[src/rtl/byte_memory_bus_rotated_loads_assert.svh]
// assertion macros shared by the rtl modules
`ifndef BYTE_MEMORY_BUS_ROTATED_LOADS_ASSERT_SVH
`define BYTE_MEMORY_BUS_ROTATED_LOADS_ASSERT_SVH

// same-cycle implication, checked outside reset
`define BMB_ASSERT_IMPLIES(lbl, clk, rst, ante, cons) \
   lbl: assert property (@(posedge clk) disable iff (rst) (ante) |-> (cons)) \
      else $error("assertion failed: same-cycle implication");

// next-cycle implication, checked outside reset
`define BMB_ASSERT_NEXT(lbl, clk, rst, ante, cons) \
   lbl: assert property (@(posedge clk) disable iff (rst) (ante) |=> (cons)) \
      else $error("assertion failed: next-cycle implication");

`endif

[src/rtl/bmb_pkg.sv]
`timescale 1ns / 1ps
`default_nettype none
package bmb_pkg;

   localparam int unsigned MEM_BYTES_DEFAULT = 65536;
   localparam int unsigned BYTE_W            = 8;
   localparam int unsigned QUEUE_DEPTH       = 2;
   localparam int unsigned QPTR_W            = $clog2(QUEUE_DEPTH);
   localparam int unsigned QCNT_W            = $clog2(QUEUE_DEPTH + 1);

   localparam int unsigned CSR_DATA_W  = 17;
   localparam int unsigned CSR_INDEX_W = 1;

   localparam logic [CSR_INDEX_W-1:0] CSR_MSB_FIRST   = 1'd0;
   localparam logic [CSR_INDEX_W-1:0] CSR_VALID_BYTES = 1'd1;

   localparam logic [CSR_DATA_W-1:0] VALID_BYTES_RESET = 17'h10000;

   localparam logic ACT_READ  = 1'b0;
   localparam logic ACT_WRITE = 1'b1;

   localparam logic [1:0] SIZE_BYTE = 2'd0;
   localparam logic [1:0] SIZE_HALF = 2'd1;
   localparam logic [1:0] SIZE_WORD = 2'd2;

   typedef struct packed {
      logic        action;
      logic [1:0]  access_size;
      logic [31:0] address;
      logic [31:0] write_data;
   } req_type;

   typedef struct packed {
      logic [31:0] read_data;
      logic        fault;
   } rsp_type;

   // classified access handed from front to back
   typedef struct packed {
      logic        write;
      logic        fault;
      logic        msb_first;
      logic [1:0]  last;      // byte count minus one
      logic [1:0]  rot;       // read rotation in bytes
      logic [31:0] address;   // first byte touched
      logic [31:0] write_data;
   } cmd_type;

   typedef struct packed {
      logic full;
      logic empty;
   } q_status_type;

   // lane of the word that goes with byte offset k of the access
   function automatic logic [1:0] byte_lane(input logic big, input logic [1:0] last,
                                            input logic [1:0] k);
      byte_lane = big ? (last - k) : k;
   endfunction

   function automatic logic [7:0] get_byte(input logic [31:0] w, input logic [1:0] lane);
      get_byte = w[{lane, 3'b000} +: 8];
   endfunction

   function automatic logic [31:0] set_byte(input logic [31:0] w, input logic [1:0] lane,
                                            input logic [7:0] b);
      logic [31:0] r;
      r = w;
      r[{lane, 3'b000} +: 8] = b;
      set_byte = r;
   endfunction

   function automatic logic [31:0] rotate_bytes(input logic [31:0] w, input logic [1:0] rot);
      case (rot)
         2'd1:    rotate_bytes = {w[7:0], w[31:8]};
         2'd2:    rotate_bytes = {w[15:0], w[31:16]};
         2'd3:    rotate_bytes = {w[23:0], w[31:24]};
         default: rotate_bytes = w;
      endcase
   endfunction

endpackage
`default_nettype wire

[src/rtl/bmb_queue.sv]
`timescale 1ns / 1ps
`default_nettype none
`include "byte_memory_bus_rotated_loads_assert.svh"
module bmb_queue (
   input  wire logic                  clock,
   input  wire logic                  reset,
   input  wire logic                  push,
   input  wire bmb_pkg::cmd_type      push_cmd,
   input  wire logic                  pop,
   output bmb_pkg::cmd_type           head_cmd,
   output bmb_pkg::q_status_type      status
);
   import bmb_pkg::*;

   cmd_type            entry_ff [QUEUE_DEPTH];
   logic [QPTR_W-1:0]  wr_ptr_ff, wr_ptr_in;
   logic [QPTR_W-1:0]  rd_ptr_ff, rd_ptr_in;
   logic [QCNT_W-1:0]  count_ff, count_in;

   function automatic logic [QPTR_W-1:0] next_ptr(input logic [QPTR_W-1:0] p);
      next_ptr = (p == QPTR_W'(QUEUE_DEPTH - 1)) ? '0 : p + 1'b1;
   endfunction

   always_comb begin
      wr_ptr_in = push ? next_ptr(wr_ptr_ff) : wr_ptr_ff;
      rd_ptr_in = pop ? next_ptr(rd_ptr_ff) : rd_ptr_ff;
      count_in  = count_ff;
      if (push && !pop) begin
         count_in = count_ff + 1'b1;
      end else if (pop && !push) begin
         count_in = count_ff - 1'b1;
      end
   end

   always_ff @(posedge clock) begin
      if (reset) begin
         wr_ptr_ff <= '0;
         rd_ptr_ff <= '0;
         count_ff  <= '0;
      end else begin
         wr_ptr_ff <= wr_ptr_in;
         rd_ptr_ff <= rd_ptr_in;
         count_ff  <= count_in;
      end
      if (push) begin
         entry_ff[wr_ptr_ff] <= push_cmd;
      end
   end

   assign head_cmd     = entry_ff[rd_ptr_ff];
   assign status.full  = (count_ff == QCNT_W'(QUEUE_DEPTH));
   assign status.empty = (count_ff == '0);

   `BMB_ASSERT_IMPLIES(a_no_overflow, clock, reset, push, !status.full || pop)
   `BMB_ASSERT_IMPLIES(a_no_underflow, clock, reset, pop, !status.empty)
endmodule
`default_nettype wire

[config.mk]
export PLATFORM = sky130hd
export DESIGN_NAME = bmb_queue
export DESIGN_NICKNAME = d
export VERILOG_FILES = /design/src/rtl/bmb_pkg.sv /design/src/rtl/bmb_queue.sv
export VERILOG_INCLUDE_DIRS = /design/src /design/src/rtl
export SDC_FILE = /design/constraint.sdc
export NUM_CORES = 1
export LEC_CHECK = 0
export ABC_AREA = 1
export BUFFER_PORTS_ARGS = -buffer_cell sky130_fd_sc_hd__buf_2
export CAP_MARGIN = 20
export CORE_ASPECT_RATIO = 0.7
export CORE_UTILIZATION = 35
export DETAILED_ROUTE_END_ITERATION = 10
export GPL_TIMING_DRIVEN = 0
export REMOVE_ABC_BUFFERS = 1
export SLEW_MARGIN = 0
export SYNTH_ARGS = -nofsm -noshare
export SYNTH_HDL_FRONTEND = slang
export SYNTH_SLANG_ARGS = --single-unit
export TNS_END_PERCENT = 20
[constraint.sdc]
create_clock -name clock -period 5.6 [get_ports clock]
set_input_delay 0.56 -clock clock [delete_from_list [all_inputs] [get_ports clock]]
set_output_delay 0.56 -clock clock [all_outputs]
set_load 0.01 [all_outputs]
==> Yosys cells after proc, flatten, opt, wreduce, memory -nomap -nowiden <==
Memories as Yosys holds them, arrays and structs flattened. A register that Yosys moved wholly into a read port is not among the register bits.
Index checks and enable logic that the tools add are counted.
{ "word_totals": {"regBits": 4, "mem_bits_rw": 142, "inputBits": 75, "output_inout_bits": 73, "elab_cells": 23, "mem_count": 1} }
{ "classes": {"n_addsub": 4, "eq_ne": 1, "n_mux": 8, "reduce_logical": 6} }
{ "mem_list": {"columns": ["name", "words", "width", "rd", "rd_clocked_by_memory_dff", "wr", "line", "source"], "rows": [
  ["entry_ff", 2, 71, 1, 1, 1, "bmb_queue.sv:15", "cmd_type entry_ff [QUEUE_DEPTH];"]
]} }
{ "op_table": {"columns": ["op", "count"], "rows": [
  ["$mux 1", 6],
  ["$mux 2", 2],
  ["$add 1x1->1 const B", 2],
  ["$add 2x1->2 const B", 1],
  ["$eq 2x2->1 const B", 1],
  ["$logic_and 1x1->1", 2],
  ["$logic_not 1->1", 2],
  ["$logic_not 2->1", 1],
  ["$reduce_bool 2->1", 1],
  ["$sub 2x1->2 const B", 1]
]} }

==> Logic depth before layout (Yosys ltp) <==
{ "logic_depth": {"word_depth": 4, "ltp_mapped": 8, "ltp_nobuf": 8} }

==> Worst setup path after synthesis <==
Ideal clock, no wire load.
{ "synth_path": {"kind": "input -> register", "startpoint": "input port push", "endpoint": "memory entry_ff[0][0] (netlist name), enable pin", "setup_time_ns": 0.502, "arrival_time_ns": 3.576, "required_time_ns": 5.098, "setup_slack_ns": 1.522, "stages": 2, "path_buffers": 0, "cell_sequence": "inv_1 > nor2_1"} }
{ "synth_via": {"elab_chain_cells": 2} }
{ "synth_rtl": {"columns": ["element", "line", "source"], "rows": [
  ["start: declaration", "bmb_queue.sv:7", "input wire logic push,"],
  ["$mux 1", "bmb_queue.sv:45", "if (push) begin"],
  ["$mux 1 (not written as such)", "bmb_queue.sv:46", "entry_ff[wr_ptr_ff] <= push_cmd;"],
  ["end: declaration", "bmb_queue.sv:15", null]
]} }
No other way between the ends.

==> impl_metrics.py <==
metrics = {
    "run_status": {
        "status": "finished clean",
    },
    "logic_synthesis": {
        "synth-compound-area-share_pct": 0.1755,
        "synth_mux_area_share_pct": 18.62,
        "synth_area_um2": 5704,
        "synth-seq-cells": 147,
        "yosys.area_share.simple_pct": 1.075,
        "synth_fa_ha_area_share_pct": 0.2193,
        "yosys.area_share.xor_xnor_pct": 0.1535,
        "synthesis.instances": 254,
        "netlist.area_leader.share_pct": 74.75,
        "synth_top_family_by_area": "multiplexers",
        "synth-seq-area-share_pct": 76.51,
        "synth_warnings": 0,
        "ys_top_cells_by_area": "edfxtp_1 75%, mux2_4 18%, buf_12 2.5%",
        "synth_cell_types": 16,
        "yosysTopAreaCell": "edfxtp_1",
        "avgSynthCellArea_um2": 22.46,
    },
    "route": {
        "drtAntennaViolNets": 0,
        "drc_errors": 0,
        "wl_um": 9854,
        "vias": 2798,
        "vias_per_cell": 4.448,
        "wl_per_cell_um": 15.67,
        "firstDrtPassIters": 4,
        "drtIter0Drc": 100,
    },
    "setup_path": {
        "r2r_end": "entry_ff[1][24]",
        "cp_data_arrival_time_ns": 2.08,
        "cp_cell_sequence": "buf_16 -> mux2_4 -> buf_2",
        "ff2ff_setup_slack_ns": 4.08,
        "cp_top_family": "flip-flops",
        "critPathSlowestCell": "dfxtp_4",
        "cp_slowest_stage_delay_ns": 0.82,
        "cp.required_ns": 5.04,
        "worstSetupPathType": "flip-flop to primary output",
        "worst_setup_path_start_kind": "flip-flop",
        "cp.buffers_inverters": 2,
        "cp-end-kind": "primary output",
        "r2r_start": "wr_ptr_ff",
        "crit_fanout": 36,
        "worstRegToRegCells": 3,
    },
    "timing": {
        "slew_headroom_pct": 51.62,
        "fmax_mhz": 379.2,
        "rsz0062_at_grt": "false",
        "slew_viol_final": 0,
        "setup_viol": 0,
        "finalHoldViolations": 0,
        "finClkSkew_ns": 0.007733,
        "fin_tns_setup_ns": 0,
        "worst_pin_slew_ns": 0.7257,
        "period_share_pct": 47.10,
        "period_needed_ns": 2.637,
    },
    "clock_network": {
        "post_cts_resized": 0,
        "ctsHtreeMaxLevel": 4,
        "cts_tree": "done",
        "cts_buffers": 17,
        "root_buffer": "clkbuf_16",
        "postCtsSetupRepairBufs": 0,
        "cts_hold_buffers": 0,
        "clk-insertion-delay-late_ns": 0.41,
        "cts_sinks": 147,
        "clk_pin_slew_ns": 0.06,
        "clk_path_buf_depth": 2,
    },
    "layout": {
        "nets": 492,
        "seq_area_um2": 4368,
        "multi_input_area_um2": 1162,
        "final_common_cell": "buf_2",
        "drive_gt1_share_pct": 59.58,
        "final_area_um2": 7222,
        "layout_common_cells": "147 x buf_2, 142 x edfxtp_1, 70 x mux2_4",
        "syn_to_final_growth_pct": 26.61,
        "nFillCells": 1394,
    },
    "grt": {
        "grt_max_degree": 39,
        "grt_pass1_vias": 2920,
        "grt_pass1_wl_um": 14920,
        "gr-total-overflow": 0,
        "gr-usage-all-layers_pct": 12.06,
        "antenna_found_initial": 1,
    },
    "pwr": {
        "power_mw": 2.689,
        "p_per_area_nw_per_um2": 372.3,
        "ir_drop_mv": 0.1801,
        "p_leak_nw": 2.879,
    },
    "die": {
        "pin_count": 148,
        "core_um2": 15690,
        "die_area_um2": 16820,
        "start_util_pct": 36.36,
        "die_h_um": 108.8,
        "num_rows": 38,
        "chipWidth_um": 154.6,
    },
    "hold_path": {
        "min_path_type": "primary input to flip-flop",
        "worstHoldStart": "push_cmd[8]",
        "min_to": "entry_ff[0][8]",
        "hold_path_depth": 1,
    },
    "placement": {
        "placed_area_um2": 6640,
        "port_buffers": 147,
        "globalplace.congestion": 0.7006,
        "hpwlAfterDp_um": 6610,
    },
    "job": {
        "maxCapViolations": 0,
    },
}
==> sequential cells by signal, summed over array words and instances, names as in the netlist, named ones only <==
register	flops
count_ff	2
entry_ff	142
rd_ptr_ff	1
wr_ptr_ff	1
==> cells by family (layout without fill, tap and decap cells) <==
logic type | after synthesis | in the layout
muxes | 71 | 71
and+or+nand+nor | 15 | 15
other | 0 | 1
adders and majority gates | 1 | 1
DFF | 147 | 147
buffers and inverters | 17 | 191
AOI/OAI and AO/OA | 2 | 2
xor gates and xnor gates | 1 | 1
==> worst register-to-register path, delay by kind of cell, from the launching register on <==
kind / cells / cell delay (ns)
buffers and inverters: 2 / 0.66
and+or+nand+nor: 1 / 0.11
DFF: 1 / 0.39
==> final cells by class <==
type | count | area share (%)
Sequential cell | 147 | 60.48
Multi-Input combinational cell | 90 | 16.09
Timing Repair Buffer | 151 | 11.40
Clock buffer | 17 | 5.891
Tap cell | 200 | 3.465
Clock inverter | 14 | 2.131
Inverter | 9 | 0.5024
Antenna cell | 1 | 0.03465
==> power by group <==
part           total (mW)  internal, mW  switching (mW)
Sequential           1.30          1.27          0.0296
Clock                1.11         0.660           0.448
Combinational       0.279         0.153           0.126
Total                2.69          2.08           0.604
==> synthesized netlist by cell type <==
library cell,number
nor3_1,1
buf_12,7
nand2_1,5
mux2_2,1
inv_1,9
dfxtp_1,5
nand4_1,1
xnor2_1,1
nor2_1,7
edfxtp_1,142
a21oi_1,1
mux2_4,70
o21ai_0,1
nand3_1,1
ha_1,1
buf_6,1
==> through the flow <==
step,cells,utilization (%),worst slack (ns),hold WS [ns]
5_1_grt,628,46.01,2.865,0.3076
2_1_floorplan,246,-,1.522,0.4799
6_report,629,46.03,2.963,0.3365
4_1_cts,628,46.01,2.913,0.3152
3_5_place_dp,597,42.32,3.354,0.5157
3_3_place_gp,593,41.67,-0.4021,0.4937
==> per-layer routing <==
layer / up-vias / global-route usage (%) / part of all wire [%]
li1: 1311 / - / -
met1: 1369 / 14.24 / 43
met2: 108 / 18.68 / 46
met3: 10 / 6.797 / 9.3
met4: 0 / 3.819 / 0.88
met5: - / 0 / 0
==> worst max-delay path by stage <==
| stage | from | to | slack [ns] | cells past startpoint |
|---|---|---|---|---|
| floorplan | push | entry_ff[0][0] | 1.52 | 2 |
| global placement | push | entry_ff[0][61] | -0.40 | 3 |
| detailed placement | flip-flop | head_cmd[20] | 3.35 | 3 |
| CTS | flip-flop | head_cmd[20] | 2.91 | 3 |
| global route | flip-flop | head_cmd[8] | 2.86 | 3 |
| finish | flip-flop | head_cmd[20] | 2.96 | 3 |
No activity file was read; power rests on OpenSTA's default activity.
