<file path="src/rtl/byte_memory_bus_rotated_loads_assert.svh">
// assertion macros shared by the rtl modules
`ifndef BYTE_MEMORY_BUS_ROTATED_LOADS_ASSERT_SVH
`define BYTE_MEMORY_BUS_ROTATED_LOADS_ASSERT_SVH

// same-cycle implication, checked outside reset
`define BMB_ASSERT_IMPLIES(lbl, clk, rst, ante, cons) \
   lbl: assert property (@(posedge clk) disable iff (rst) (ante) |-> (cons)) \
      else $error("assertion failed: same-cycle implication");

// next-cycle implication, checked outside reset
`define BMB_ASSERT_NEXT(lbl, clk, rst, ante, cons) \
   lbl: assert property (@(posedge clk) disable iff (rst) (ante) |=> (cons)) \
      else $error("assertion failed: next-cycle implication");

`endif

</file>
<file path="src/rtl/bmb_pkg.sv">
`timescale 1ns / 1ps
`default_nettype none
package bmb_pkg;

   localparam int unsigned MEM_BYTES_DEFAULT = 65536;
   localparam int unsigned BYTE_W            = 8;
   localparam int unsigned QUEUE_DEPTH       = 2;
   localparam int unsigned QPTR_W            = $clog2(QUEUE_DEPTH);
   localparam int unsigned QCNT_W            = $clog2(QUEUE_DEPTH + 1);

   localparam int unsigned CSR_DATA_W  = 17;
   localparam int unsigned CSR_INDEX_W = 1;

   localparam logic [CSR_INDEX_W-1:0] CSR_MSB_FIRST   = 1'd0;
   localparam logic [CSR_INDEX_W-1:0] CSR_VALID_BYTES = 1'd1;

   localparam logic [CSR_DATA_W-1:0] VALID_BYTES_RESET = 17'h10000;

   localparam logic ACT_READ  = 1'b0;
   localparam logic ACT_WRITE = 1'b1;

   localparam logic [1:0] SIZE_BYTE = 2'd0;
   localparam logic [1:0] SIZE_HALF = 2'd1;
   localparam logic [1:0] SIZE_WORD = 2'd2;

   typedef struct packed {
      logic        action;
      logic [1:0]  access_size;
      logic [31:0] address;
      logic [31:0] write_data;
   } req_type;

   typedef struct packed {
      logic [31:0] read_data;
      logic        fault;
   } rsp_type;

   // classified access handed from front to back
   typedef struct packed {
      logic        write;
      logic        fault;
      logic        msb_first;
      logic [1:0]  last;      // byte count minus one
      logic [1:0]  rot;       // read rotation in bytes
      logic [31:0] address;   // first byte touched
      logic [31:0] write_data;
   } cmd_type;

   typedef struct packed {
      logic full;
      logic empty;
   } q_status_type;

   // lane of the word that goes with byte offset k of the access
   function automatic logic [1:0] byte_lane(input logic big, input logic [1:0] last,
                                            input logic [1:0] k);
      byte_lane = big ? (last - k) : k;
   endfunction

   function automatic logic [7:0] get_byte(input logic [31:0] w, input logic [1:0] lane);
      get_byte = w[{lane, 3'b000} +: 8];
   endfunction

   function automatic logic [31:0] set_byte(input logic [31:0] w, input logic [1:0] lane,
                                            input logic [7:0] b);
      logic [31:0] r;
      r = w;
      r[{lane, 3'b000} +: 8] = b;
      set_byte = r;
   endfunction

   function automatic logic [31:0] rotate_bytes(input logic [31:0] w, input logic [1:0] rot);
      case (rot)
         2'd1:    rotate_bytes = {w[7:0], w[31:8]};
         2'd2:    rotate_bytes = {w[15:0], w[31:16]};
         2'd3:    rotate_bytes = {w[23:0], w[31:24]};
         default: rotate_bytes = w;
      endcase
   endfunction

endpackage
`default_nettype wire

</file>
<file path="src/rtl/bmb_front.sv">
`timescale 1ns / 1ps
`default_nettype none
module bmb_front #(
   parameter int unsigned MEM_BYTES = bmb_pkg::MEM_BYTES_DEFAULT
) (
   input  wire logic                                clock,
   input  wire logic                                reset,
   input  wire logic                                start,
   input  wire bmb_pkg::req_type                    req_payload,
   output logic                                     busy,
   input  wire logic                                csr_write_en,
   input  wire logic [bmb_pkg::CSR_INDEX_W-1:0]     csr_index,
   input  wire logic [bmb_pkg::CSR_DATA_W-1:0]      csr_wdata,
   input  wire bmb_pkg::q_status_type               q_status,
   output logic                                     push,
   output bmb_pkg::cmd_type                         push_cmd
);
   import bmb_pkg::*;

   logic                  msb_first_ff, msb_first_in;
   logic [CSR_DATA_W-1:0] valid_bytes_ff, valid_bytes_in;
   logic [1:0]            last;
   logic                  bad_size;
   logic [31:0]           base;
   logic [32:0]           limit;
   logic [32:0]           end_addr;

   always_comb begin
      msb_first_in   = msb_first_ff;
      valid_bytes_in = valid_bytes_ff;
      if (csr_write_en) begin
         unique case (csr_index)
            CSR_MSB_FIRST:   msb_first_in   = csr_wdata[0];
            CSR_VALID_BYTES: valid_bytes_in = csr_wdata;
            default:         msb_first_in   = msb_first_ff;
         endcase
      end
   end

   always_ff @(posedge clock) begin
      if (reset) begin
         msb_first_ff   <= 1'b0;
         valid_bytes_ff <= VALID_BYTES_RESET;
      end else begin
         msb_first_ff   <= msb_first_in;
         valid_bytes_ff <= valid_bytes_in;
      end
   end

   always_comb begin
      bad_size = 1'b0;
      unique case (req_payload.access_size)
         SIZE_BYTE: last = 2'd0;
         SIZE_HALF: last = 2'd1;
         SIZE_WORD: last = 2'd3;
         default: begin
            last     = 2'd3;
            bad_size = 1'b1;
         end
      endcase
   end

   // reads check and start at the aligned address, writes at the given one
   assign base = (req_payload.action == ACT_WRITE) ? req_payload.address
                                                   : (req_payload.address & ~{30'b0, last});
   assign limit = (33'(valid_bytes_ff) > 33'(MEM_BYTES)) ? 33'(MEM_BYTES)
                                                         : 33'(valid_bytes_ff);
   assign end_addr = {1'b0, base} + {31'b0, last} + 33'd1;

   assign busy = q_status.full;
   assign push = start && !busy;

   always_comb begin
      push_cmd.write      = (req_payload.action == ACT_WRITE);
      push_cmd.fault      = bad_size || (end_addr > limit);
      push_cmd.msb_first  = msb_first_ff;
      push_cmd.last       = last;
      push_cmd.rot        = (req_payload.action == ACT_WRITE) ? 2'd0
                                                              : (req_payload.address[1:0] & last);
      push_cmd.address    = base;
      push_cmd.write_data = req_payload.write_data;
   end
endmodule
`default_nettype wire

</file>
<file path="config.mk">
export PLATFORM = sky130hd
export DESIGN_NAME = bmb_front
export DESIGN_NICKNAME = d
export VERILOG_FILES = /design/src/rtl/byte_memory_bus_rotated_loads_assert.svh /design/src/rtl/bmb_pkg.sv /design/src/rtl/bmb_front.sv
export SDC_FILE = /design/constraint.sdc
export NUM_CORES = 1
export LEC_CHECK = 0
export BUFFER_PORTS_ARGS = -buffer_cell sky130_fd_sc_hd__buf_2
export CORE_ASPECT_RATIO = 1.25
export CORE_MARGIN = 2
export CORE_UTILIZATION = 30
export CTS_BUF_LIST = sky130_fd_sc_hd__clkbuf_8
export DETAILED_ROUTE_END_ITERATION = 10
export PLACE_DENSITY_LB_ADDON = 0.1
export SYNTH_ARGS = -nofsm -noshare
export SYNTH_HDL_FRONTEND = slang
export SYNTH_SLANG_ARGS = --single-unit
</file>
<file path="constraint.sdc">
create_clock -name clock -period 3.6 [get_ports clock]
set_input_delay 0.54 -clock clock [delete_from_list [all_inputs] [get_ports clock]]
set_output_delay 0.54 -clock clock [all_outputs]
set_load 0.05 [all_outputs]
</file>
## After elaboration in Yosys (flattened, before gate mapping)

Cells that the tools add are included.

- Output and inout bits: 73
- Input bits: 91
- Logic and storage cells: 24
- Flip-flop bits (word level): 18

- Eq/ne operators: 2
- Magnitude comparators: 2
- Mux-type cells: 5
- Add/sub/neg operators: 2
- Reduce and logical (&&, ||, !) cells: 7
- Bitwise logic cells: 4

Operators with widths:

| cell | number |
|---|---|
| $add 32x2->33 | 1 |
| $add 33x1->33 const B | 1 |
| $gt 33x17->1 | 1 |
| $and 32x32->32 | 1 |
| $mux 32 | 1 |
| $not 2->32 | 1 |
| $gt 17x17->1 const B | 1 |
| $mux 17 | 1 |
| $pmux 2 s2 | 1 |
| $reduce_and 2->1 | 2 |
| $reduce_or 3->1 | 1 |
| $and 2x2->2 | 1 |
| $eq 2x1->1 const B | 1 |
| $eq 2x2->1 const B | 1 |
| $logic_not 2->1 | 1 |
| $mux 2 | 1 |
| $logic_and 1x1->1 | 1 |
| $logic_not 1->1 | 1 |
| $logic_or 1x1->1 | 1 |
| $mux 1 | 1 |
| $not 1->1 | 1 |

## Longest topological paths before layout

- Word-level depth: 9
- Mapped depth: 17
- Mapped depth without buffers: 16

## Worst setup path before layout

OpenSTA, ideal clock, no wires.

- Path type: input to output
- Start: in req_payload[66] in the netlist's numbering
- End: out push_cmd[69] in the netlist's numbering
- Buffers on the path: 1
- Path slack: -1.378 ns
- Data required time: 3.060 ns
- Cell stages on the path: 15
- Data arrival time: 4.438 ns
- Cell sequence: inv_1 -> a21boi_0 -> fa_1 -> and3_1 -> and4_1 -> clkbuf_1 -> nand4_1 -> xnor2_1 -> ha_1 -> a21oi_1 -> o21ai_0 -> nor2_1 -> a41oi_1 -> a21oi_1 -> nand4_1

RTL lines:

| element | line | text |
|---|---|---|
| start, declared | bmb_front.sv:9 | `input wire bmb_pkg::req_type req_payload,` |
| end, declared | bmb_front.sv:16 | `output bmb_pkg::cmd_type push_cmd` |

==> results.yml <==
timing:
  setup_viol: 1
  slew_headroom_pct: 62.96
  finalMaxSlewViolations: 0
  max_freq_mhz: 268.0
  setup_slack_ns: -0.1318
  tightest_slew_ns: 0.5556
  finalCritPeriodShare_pct: 103.7
  finalHoldViolations: 0
  tns_ns: -0.1318
  min_period_ns: 3.732
  finClkSkew_ns: 0
  rsz0062_at_grt: "yes"
grt:
  grt_util_all_layers_pct: 12.62
  grt_start_max_net_pins: 19
  grt.overflow.total: 0
  antenna_found_initial: 0
  grt_pass1_vias: 2019
  grt_pass1_wl_um: 9328
clock_tree:
  cts_tree: "yes"
  cts_inserted_buffers: 3
  htree_levels: 1
  worstSkewPairLatency_ns: 0.25
  cts_sinks: 18
  clock_path_buffers: 2
  cts.clk_slew.worst_paths_ns: 0.07
  hold_buffers: 0
  clockRootBuffer: "clkbuf_8"
job:
  drv_cap: 0
route:
  via_per_inst: 4.791
  ant_nets: 0
  wl_per_cell_um: 12.34
  drt_iter0_markers: 61
  drcViolationCount: 0
  vias: 2204
  routed_wl_um: 5675
  drt_pass1_iterations: 4
cells_and_area:
  final_cell_mix: "buf_2, nand2_1, a21oi_1"
  final_core_util_pct: 35.08
  final_nets: 478
  syn2layout_area_growth_pct: 13.72
  layout-drive-gt1-share_pct: 38.36
  antenna_cells: 0
  final_common_cell: "buf_2"
setup_path:
  critPathMaxFanout: 6
  setup.worst_path.start_class: "primary input"
  crit_chain: "buf_8 -> buf_4 -> a21boi_4 -> ha_1 -> nor2b_1 -> or2_4 -> nand3_2 -> nor2_4 -> xor2_1 -> ha_1 -> and4_4 -> o211ai_1 -> a21o_1 -> a41oi_2 -> a21oi_2 -> nand4_1 -> buf_6"
  required_ns: 3.06
  critPathKind: "primary input to output port"
  cpMostUsedCell: "ha_1"
  worst-path-buf-inv: 3
  r2r-start: "valid_bytes_ff[4]"
  critical-path-max-stage-delay_ns: 0.31
  r2r-end: "valid_bytes_ff[4]"
  slowest_stage: "ha_1"
  r2r_cells: 2
  critPathCaptureType: "output port"
  cp_top_family: "simple AND/OR/NAND/NOR gates"
  reg2reg_slack_ns: 2.95
  crit_arrival_ns: 3.19
yosys:
  synth_mux_area_share_pct: 1.675
  syn_area_per_cell_um2: 7.308
  synthCells: 327
  synth_fp_nets: 438
  ys_ff_latch: 18
  yosysWarnings: 0
  synthFlopType: "dfxtp_1"
  async_flop_share_pct: 0
  synth_xor_area_share_pct: 5.864
  synth-edff-count: 0
  synthSimpleGateAreaFrac_pct: 30.16
  synth-seq-area-share_pct: 15.08
  synth-adder-area-share_pct: 10.79
  synth_top_family_by_area: "simple AND/OR/NAND/NOR gates"
  synth-compound-area-share_pct: 12.51
  ys_types: 46
  syn_area_um2: 2390
floorplanning:
  die_width_um: 83.83
  initial_core_util_pct: 30.85
  fp.dieH_um: 103.8
  rows: 36
  core_area_um2: 7747
  io_pins: 164
  die-area_um2: 8700
pwr:
  peakVddDrop_mv: 0.1843
  p_switching_mw: 0.2731
  comb_power_share_pct: 47.6
  p_sw_share_pct: 40.51
  clkPwrFrac_pct: 20.3
  leakagePower_nw: 1.203
  p_seq_share_pct: 32.1
  p_int_mw: 0.4011
  total_power_mw: 0.6742
  pwr_density_cell_nw_per_um2: 248.1
placement:
  portBuffers: 98
  routabilityCongestion: 0.8563
  place_hpwl_um: 4804
hold_path:
  min_path_type: "flop to flop"
  hold_path_depth: 2
  hold_end: "valid_bytes_ff[14]"
  hp-start: "valid_bytes_ff[14]"
run_status:
  outcome: "complete, but fails checks"
  violations: "negative setup slack"
## power by group through the flow
| stage | combinational (mW) | clock (mW) | sequential [mW] |
|---|---|---|---|
| global route | 0.353 | 0.151 | 0.217 |
| floorplan | 0.324 | 0 | 0.218 |
| global placement | 0.307 | 0 | 0.220 |
| finish | 0.321 | 0.137 | 0.216 |
| detailed placement | 0.308 | 0 | 0.221 |
| CTS | 0.320 | 0.143 | 0.216 |
## per-layer routing
metal | routed length (um) | part of all wire (%) | global-route usage, %
met5 | 0 | 0 | 0
met2 | 2836 | 50 | 23.14
met3 | 310 | 5.5 | 1.594
met1 | 2463 | 43 | 15.13
met4 | 65 | 1.1 | 3.802
## synth_stat cells, types with 6 or more instances
cell | number | area [um^2]
nand2_1 | 61 | 229.0
and4_1 | 6 | 52.55
ha_1 | 19 | 237.7
nand4_1 | 13 | 81.33
clkbuf_1 | 8 | 30.03
a21oi_1 | 22 | 110.1
xnor2_1 | 12 | 105.1
buf_4 | 66 | 495.5
dfxtp_1 | 18 | 360.4
and2_1 | 6 | 37.54
and3_1 | 7 | 43.79
nand3_1 | 11 | 55.05
nor2_1 | 13 | 48.80
## worst register-to-register path: cells and delay by family, from the launching register on
family	cells	cell delay (ns)
AOI/OAI and AO/OA	1	0.15
and+or+nand+nor	1	0.06
DFF	1	0.37
## flip-flops by register name, indices dropped and copies added, names as in the netlist
| register | count |
|---|---|
| msb_first_ff | 1 |
| valid_bytes_ff | 17 |
## final cells by class
cell class,instances,area (um^2)
Fill cell,894,5030
Multi-Input combinational cell,227,1551
Timing Repair Buffer,112,624.3
Sequential cell,18,360.3
Tap cell,95,118.9
Clock buffer,3,41.29
Inverter,5,21.27
## cells by family (layout without fill, tap and decap cells)
kind of cell | count (synthesis) | in the layout
simple gates | 141 | 141
buf+inv | 82 | 120
compound gates | 46 | 46
fa+ha+maj | 20 | 20
flops | 18 | 18
xor+xnor | 16 | 16
mux | 4 | 4
## worst max-delay path by stage
stage	startpoint	endpoint	depth (start not counted)
4_1_cts	req_payload[65]	push_cmd[69]	18
5_1_grt	req_payload[65]	push_cmd[69]	18
6_report	req_payload[65]	push_cmd[69]	17
2_1_floorplan	req_payload[33]	push_cmd[69]	14
3_3_place_gp	req_payload[65]	push_cmd[69]	18
3_5_place_dp	req_payload[65]	push_cmd[69]	18
## stage by stage
stage | worst slack (ns) | std cells | hold slack, ns | cell area (um^2)
2_1_floorplan | -0.1846 | 327 | 0.4449 | 2426
3_3_place_gp | -0.3592 | 455 | 0.4635 | 2570
3_5_place_dp | -0.3738 | 455 | 0.4651 | 2570
4_1_cts | -0.1788 | 459 | 0.4754 | 2685
5_1_grt | -0.3329 | 460 | 0.4840 | 2718
6_report | -0.1318 | 460 | 0.4743 | 2718
## timing repair
action / CTS / global route
buffers inserted: 1 / 1
pin swaps: 8 / 10
setup endpoints to repair: 1 / 1
gates resized for setup: 19 / 7
Note: power is estimated with default switching activity, not from simulation.
